--- config.mk ---
export PLATFORM = sky130hd
export DESIGN_NAME = hgcd_sqrt
export DESIGN_NICKNAME = d
export VERILOG_FILES = /design/src/hgcd_pkg.sv /design/src/hgcd_sqrt.sv
export SDC_FILE = /design/constraint.sdc
export NUM_CORES = 2
export LEC_CHECK = 0
export BUFFER_PORTS_ARGS = -buffer_cell sky130_fd_sc_hd__clkbuf_2
export CAP_MARGIN = 20
export CORE_AREA = 2 2 458 460
export CTS_CLUSTER_DIAMETER = 100
export DETAILED_ROUTE_END_ITERATION = 7
export DIE_AREA = 0 0 460 462
export PLACE_DENSITY = 0.62
export SETUP_SLACK_MARGIN = 0.4
export SYNTH_ARGS = -nofsm -noshare
export SYNTH_HDL_FRONTEND = slang
export SYNTH_SLANG_ARGS = --single-unit
--- constraint.sdc ---
create_clock -name clk -period 6.79 [get_ports clk]
set_input_delay 0.679 -clock clk [delete_from_list [all_inputs] [get_ports clk]]
set_output_delay 0.679 -clock clk [all_outputs]
set_load 0.005 [all_outputs]
--- src/hgcd_pkg.sv ---
`timescale 1ns / 1ps
// ----------------------------------------------------------------------------
// hgcd_pkg: shared definitions for the great-circle distance unit
// Fixed-point constants, the CORDIC arctangent table, pipeline depths and
// helper functions used by the datapath modules.
// ----------------------------------------------------------------------------
package hgcd_pkg;

    // Number of CORDIC micro-rotations in both the rotation and vectoring units.
    localparam int CORDIC_STAGES = 24;
    // Bit-pair steps of the square root; one per register stage.
    localparam int SQRT_STEPS    = 32;
    // Degree conversion (five stages) followed by the rotation stages.
    localparam int SINCOS_DEPTH  = 5 + CORDIC_STAGES;
    // Register stages between the input transfer and the output register.
    localparam int PIPE_DEPTH    = 43 + 2 * CORDIC_STAGES;

    // Width of CORDIC and Q30 datapath words.
    localparam int CW = 34;
    typedef logic signed [CW-1:0] cval_t;

    localparam logic [31:0]        PI_Q30      = 32'd3373259426;
    localparam cval_t              PI_S        = 34'sd3373259426;
    localparam cval_t              HALF_PI     = 34'sd1686629713;
    localparam cval_t              GAIN_INV    = 34'sd652032874;
    localparam logic signed [32:0] DEG_HALF    = 33'sd754974720;
    localparam logic signed [32:0] DEG_FULL    = 33'sd1509949440;
    // Rounding biases: half the divisor for whole and half angles.
    localparam logic [61:0]        BIAS_FULL   = 62'd377487360;
    localparam logic [61:0]        BIAS_HALF   = 62'd754974720;
    // floor(2^38 / 45), used to divide the shifted product by 45.
    localparam logic [32:0]        RECIP_45    = 33'd6108397932;
    localparam logic [37:0]        DIV_45      = 38'd45;
    localparam logic [22:0]        EARTH_R     = 23'd6371000;
    localparam logic [24:0]        DIST_MAX    = 25'd20015087;
    localparam logic [30:0]        Q30_ONE     = 31'd1073741824;

    // Magnitude and sign of an angle in degree units, wrapped to a half turn.
    typedef struct packed {
        logic        neg;
        logic [29:0] mag;
    } ang_t;

    // Wrap a degree value into [-180, 180) and split it into sign and magnitude.
    function automatic ang_t wrap_deg(input logic signed [32:0] d);
        logic signed [32:0] w;
        ang_t               r;
        if (d >= DEG_HALF) begin
            w = d - DEG_FULL;
        end else if (d < -DEG_HALF) begin
            w = d + DEG_FULL;
        end else begin
            w = d;
        end
        r.neg = w[32];
        r.mag = w[32] ? 30'(-w) : 30'(w);
        return r;
    endfunction

    // Arctangent of 2^-i in Q30 radians.
    function automatic cval_t atan_q30(input int unsigned i);
        cval_t t;
        unique case (i)
            0:       t = 34'sd843314857;
            1:       t = 34'sd497837829;
            2:       t = 34'sd263043837;
            3:       t = 34'sd133525159;
            4:       t = 34'sd67021687;
            5:       t = 34'sd33543516;
            6:       t = 34'sd16775851;
            7:       t = 34'sd8388437;
            8:       t = 34'sd4194283;
            9:       t = 34'sd2097149;
            10:      t = 34'sd1048576;
            11:      t = 34'sd524288;
            12:      t = 34'sd262144;
            13:      t = 34'sd131072;
            14:      t = 34'sd65536;
            15:      t = 34'sd32768;
            16:      t = 34'sd16384;
            17:      t = 34'sd8192;
            18:      t = 34'sd4096;
            19:      t = 34'sd2048;
            20:      t = 34'sd1024;
            21:      t = 34'sd512;
            22:      t = 34'sd256;
            23:      t = 34'sd128;
            24:      t = 34'sd64;
            25:      t = 34'sd32;
            26:      t = 34'sd16;
            27:      t = 34'sd8;
            28:      t = 34'sd4;
            29:      t = 34'sd2;
            30:      t = 34'sd1;
            default: t = '0;
        endcase
        return t;
    endfunction

    // Q30 product with round-half-up.
    function automatic cval_t mul_q30(input cval_t a, input cval_t b);
        logic signed [2*CW-1:0] p;
        p = a * b + 68'sd536870912;
        return cval_t'(p >>> 30);
    endfunction

endpackage

--- src/hgcd_sqrt.sv ---
`timescale 1ns / 1ps
// ----------------------------------------------------------------------------
// hgcd_sqrt: pipelined Q30 square root
// Floor square root of (value << 30), one bit pair per register stage.
// ----------------------------------------------------------------------------
module hgcd_sqrt (
    input  logic        clk,
    input  logic        en,
    input  logic [30:0] value,
    output logic [30:0] root
);
    import hgcd_pkg::*;

    logic [63:0] n_reg  [SQRT_STEPS];
    logic [63:0] r_reg  [SQRT_STEPS];
    logic [63:0] n_next [SQRT_STEPS];
    logic [63:0] r_next [SQRT_STEPS];
    logic [63:0] n_in, r_in, bit_v, trial;

    // Restoring square root step: try the next result bit.
    always_comb
    begin
        n_in  = '0;
        r_in  = '0;
        bit_v = '0;
        trial = '0;
        for (int k = 0; k < SQRT_STEPS; k++) begin
            n_in  = (k == 0) ? {3'b000, value, 30'd0} : n_reg[k-1];
            r_in  = (k == 0) ? 64'd0 : r_reg[k-1];
            bit_v = 64'd1 << (62 - 2 * k);
            trial = r_in + bit_v;
            if (n_in >= trial) begin
                n_next[k] = n_in - trial;
                r_next[k] = (r_in >> 1) + bit_v;
            end else begin
                n_next[k] = n_in;
                r_next[k] = r_in >> 1;
            end
        end
    end

    always_ff @(posedge clk)
    begin
        if (en) begin
            for (int k = 0; k < SQRT_STEPS; k++) begin
                n_reg[k] <= n_next[k];
                r_reg[k] <= r_next[k];
            end
        end
    end

    assign root = r_reg[SQRT_STEPS-1][30:0];

endmodule

Word-level counts from Yosys, hierarchy flattened
Memories as Yosys holds them, arrays and structs flattened.
Index checks and enable logic that the tools add are counted.

word-level totals
  memory bits (writable) = 4096
  memories kept = 2
  bits in registers = 0

memories
  name   words  width  read ports  clocked after Yosys merged registers in  wr ports  RTL line         RTL
  n_reg  32     64     31          0                                        32        hgcd_sqrt.sv:14  logic [63:0] n_reg [SQRT_STEPS];
  r_reg  32     64     32          0                                        32        hgcd_sqrt.sv:15  logic [63:0] r_reg [SQRT_STEPS];

operators by class
  muxes and demuxes = 64
  add/subtract/negate cells = 93
  $lt $le $gt $ge = 31

operators by type and width
  kind                                             count
  two-way mux 64 bit                               62
  greater-or-equal comparator 64 bit               31
  subtractor 64 bit                                31
  adder 63 x 1 -> 64 bit (second input constant)   1
  adder 63 x 11 -> 64 bit (second input constant)  1
  adder 63 x 13 -> 64 bit (second input constant)  1
  adder 63 x 15 -> 64 bit (second input constant)  1
  adder 63 x 17 -> 64 bit (second input constant)  1
  adder 63 x 19 -> 64 bit (second input constant)  1
  adder 63 x 21 -> 64 bit (second input constant)  1
  adder 63 x 23 -> 64 bit (second input constant)  1
  adder 63 x 25 -> 64 bit (second input constant)  1
  adder 63 x 27 -> 64 bit (second input constant)  1
  adder 63 x 29 -> 64 bit (second input constant)  1
  adder 63 x 3 -> 64 bit (second input constant)   1
  adder 63 x 31 -> 64 bit (second input constant)  1
  adder 63 x 33 -> 64 bit (second input constant)  1
  adder 63 x 35 -> 64 bit (second input constant)  1
  adder 63 x 37 -> 64 bit (second input constant)  1
  adder 63 x 39 -> 64 bit (second input constant)  1
  adder 63 x 41 -> 64 bit (second input constant)  1
  adder 63 x 43 -> 64 bit (second input constant)  1
  adder 63 x 45 -> 64 bit (second input constant)  1
  adder 63 x 47 -> 64 bit (second input constant)  1
  other kinds (42)                                 43

Longest topological paths before layout
An unclocked memory read counts as a cell.

  depth in word-level cells = 4
  depth in mapped cells = 16

Least setup slack after synthesis
No wires, ideal clock.

  kind = reg2reg
  start point = memory n_reg[24][14], in the netlist n_reg[1][526]
  end point = memory n_reg[25][31], in the netlist n_reg[1][607], data pin
  buffers on the path = 1
  library setup time = 0.260 ns
  arrival time = 3.332 ns
  path slack = 3.198 ns
  data required time = 6.530 ns
  stages on the path, launching flop included = 13
  cells stage by stage = edfxtp_1 > ha_1 > fa_1 > a211oi_1 > o21bai_1 > a221oi_1 > a22oi_1 > o21ai_0 > clkbuf_1 > inv_1 > and3_1 > a21oi_1 > nand3_1

RTL lines
  what         RTL line
  from (decl)  hgcd_sqrt.sv:14

==> results.cfg <==
[run_status]
status = completed

[clocking]
cts_tree = built
postCtsSetupBuffers = 0
cts_buffers = 189
cts.sinks = 1741
h-tree-depth = 4
clk_pin_slew_ps = 60
cts_max_path_buffers = 3
clockRootBuffer = clkbuf_16
insertion_delay_ps = 870

[flow_run]
maxCapViolations = 0

[global_routing]
grt_util_met2_pct = 34.0
grt.total_usage_pct = 19.6
grt_use_met3_pct = 2.32
grt_use_met1_pct = 25.6
grt_overflow = 0
busiest_layer = met2
grt_max_degree = 200
antenna_found_initial = 1
grt_pass1_wl_mm = 334
grt_pass1_vias = 61186

[sta]
report.final.setup_viol = 0
tightest_slew_ps = 1160
max_freq_mhz = 215
hold_viol_final = 0
timing.final.ws_setup_ps = 2150
rsz0062_at_grt = false
fin_tns_setup_ps = 0
timing.final.crit_share_pct = 68.4
slew_headroom_pct = 22.4
min_period_ps = 4640
finalMaxSlewViolations = 0
clock_skew_ps = 86.6
whs_ps = 316

[synth]
synth_area_per_cell_sq_um = 11.4
synth_edf_count = 1741
ys_top_cells_by_count = edfxtp_1 (1,741), inv_1 (656), nand2_1 (646)
synth.most_common_cell = edfxtp_1
synth_cell_types = 92
synth-seq-cells = 1741
yosys.area.top_type = edfxtp_1
async_flop_share_pct = 0
synth_warnings = 0
synth-main-ff-cell = edfxtp_1
yosys.area.top_type_share_pct = 56.2
synthTopCellsByArea = edfxtp_1 (56%), ha_1 (6.6%), xnor2_1 (4.2%)
ys_seq_area_share_pct = 56.2
synthesis.area_sq_mm = 0.0930
netlist_instances = 8170

[floorplanning]
start_util_pct = 44.7
rows = 168
pin_count = 64
die_h_microns = 462
die_area_sq_mm = 0.213
die_width_microns = 460
core_sq_mm = 0.208

[power]
combPwrFrac_pct = 22.3
p_sw_share_pct = 30.3
intPower_uw = 22800
p_leak_uw = 0.0388
power_frac_clock_pct = 32.1
power_density_mw_per_mm2 = 316
power.switching_uw = 9910
p_seq_share_pct = 45.6
peakVddDrop_v = 0.000307

[finish]
final_core_util_pct = 49.7
area_delta_synth_final_pct = 11.3
layout.nets = 8884
fillers = 18253
largest_register_ffs = 1245
finalNonFillerCells = 11224
drive_gt1_share_pct = 6.56

[setup_path]
crit_arrival_ps = 5210
criticalPathCategory = reg -> reg
path_cells = ha_1 > fa_1 > a211oi_1 > o21bai_1 > a221oi_1 > a22oi_1 > o21ai_2 > nor2_1 > o2111ai_1 > nor4_1 > xor2_1
crit_fanout = 18
reg2reg_slack_ps = 2150
critPathLaunchType = register
cp_data_required_time_ps = 7360
slowest_delay_ps = 910
cpMaxStageDelayCell = a221oi_1
crit_path_end_kind = register

[detailed_routing]
ant_nets = 0
drc = 0
drtIter0Drc = 4549
wl_mm = 210
routedWlPerCell_microns = 18.7
via_per_inst = 5.53
drt-pass1-iter-count = 6
dr_total_vias = 62043

[placement]
post-place-ws_ps = 2220
numPortBuffers = 63
dp_hpwl_mm = 157
place_inst = 10840
place_congestion = 0.897

[min_path]
worstHoldPathType = in -> reg
[per-stage QoR]
step                power (uW)  cell area [sq um]
floorplan                20000              93000
global placement         22200              96600
detailed placement       22300              96600
CTS                      32900             103000
global route             34400             103000
finish                   32700             103000
[repair_timing]
action                     in CTS  in global routing
resized for setup               0                  0
hold endpoints to repair       31                  0
setup endpoints to repair       0                  0
hold buffers                   31                  0
[cell type report]
cell class | count | area [sq um] | share of cell area, %
diodes | 1 | 2.50 | 0.00242
clock buffers | 226 | 4870 | 4.71
clock inverters | 125 | 1630 | 1.57
inverters | 661 | 2480 | 2.40
multi-input cells | 5594 | 37600 | 36.3
flip-flops and latches | 1741 | 52300 | 50.5
well taps | 2720 | 3400 | 3.29
repair buffers | 156 | 1200 | 1.16
[worst max-delay path: cells and delay by family, from the launching register on]
kind,cells,cell delay (ps)
AO/OA/AOI/OAI,6,2720
adder cells (fa/ha/maj),2,680
flip-flops,1,470
AND/OR/NAND/NOR,2,300
XOR/XNOR,1,170
[power by group through the flow]
stage / registers, uW / clock network [uW] / logic, uW
after detailed placement: 15100 / 0 / 7160
after global placement: 15100 / 0 / 7070
after global routing: 15100 / 11200 / 8120
final: 14900 / 10500 / 7280
after floorplan: 14600 / 0 / 5420
after CTS: 14900 / 10800 / 7240
[path summary, 6_finish.rpt]
path / from / end / cells past startpoint
max reg2reg: n_reg[1][526]$_SDFFCE_PP0P_ / n_reg[1][637]$_DFFE_PP_ / 11
min: en / n_reg[1][120]$_DFFE_PP_ / 1
max: n_reg[1][526]$_SDFFCE_PP0P_ / n_reg[1][637]$_DFFE_PP_ / 11
min reg2reg: r_reg[0][806]$_DFFE_PP_ / r_reg[0][869]$_DFFE_PP_ / 0
[cell families (layout without fill, tap and decap cells)]
kind of cell / count (synthesis) / after routing / share of synthesized area [%]
xor gates and xnor gates: 814 / 814 / 7.67
adders and majority gates: 508 / 508 / 6.95
muxes: 63 / 63 / 0.750
AOI/OAI and AO/OA: 1718 / 1718 / 11.5
buffers and inverters: 836 / 1168 / 3.43
and+or+nand+nor: 2489 / 2489 / 13.5
other: 1 / 3 / 0.00403
DFF: 1741 / 1741 / 56.2
[placed cells by master, fill, tap and decap left out, types with 240 or more instances in the layout]
cell type  synthesis  layout
edfxtp_1        1741    1741
inv_1            656     656
nand2_1          646     646
nor2_1           554     553
ha_1             494     494
a21oi_1          494     493
o21ai_0          483     482
xnor2_1          443     443
xor2_1           371     371
nor3_1           241     240
[per-layer routing]
metal	vias to the layer above	share of wire (%)	routed length (microns)
li1	30484	-	-
met2	1391	49	103000
met3	371	3.9	8270
met4	0	2.9	6170
met5	-	0	0
met1	29797	44	92400
(Power assumes the default switching activity.)
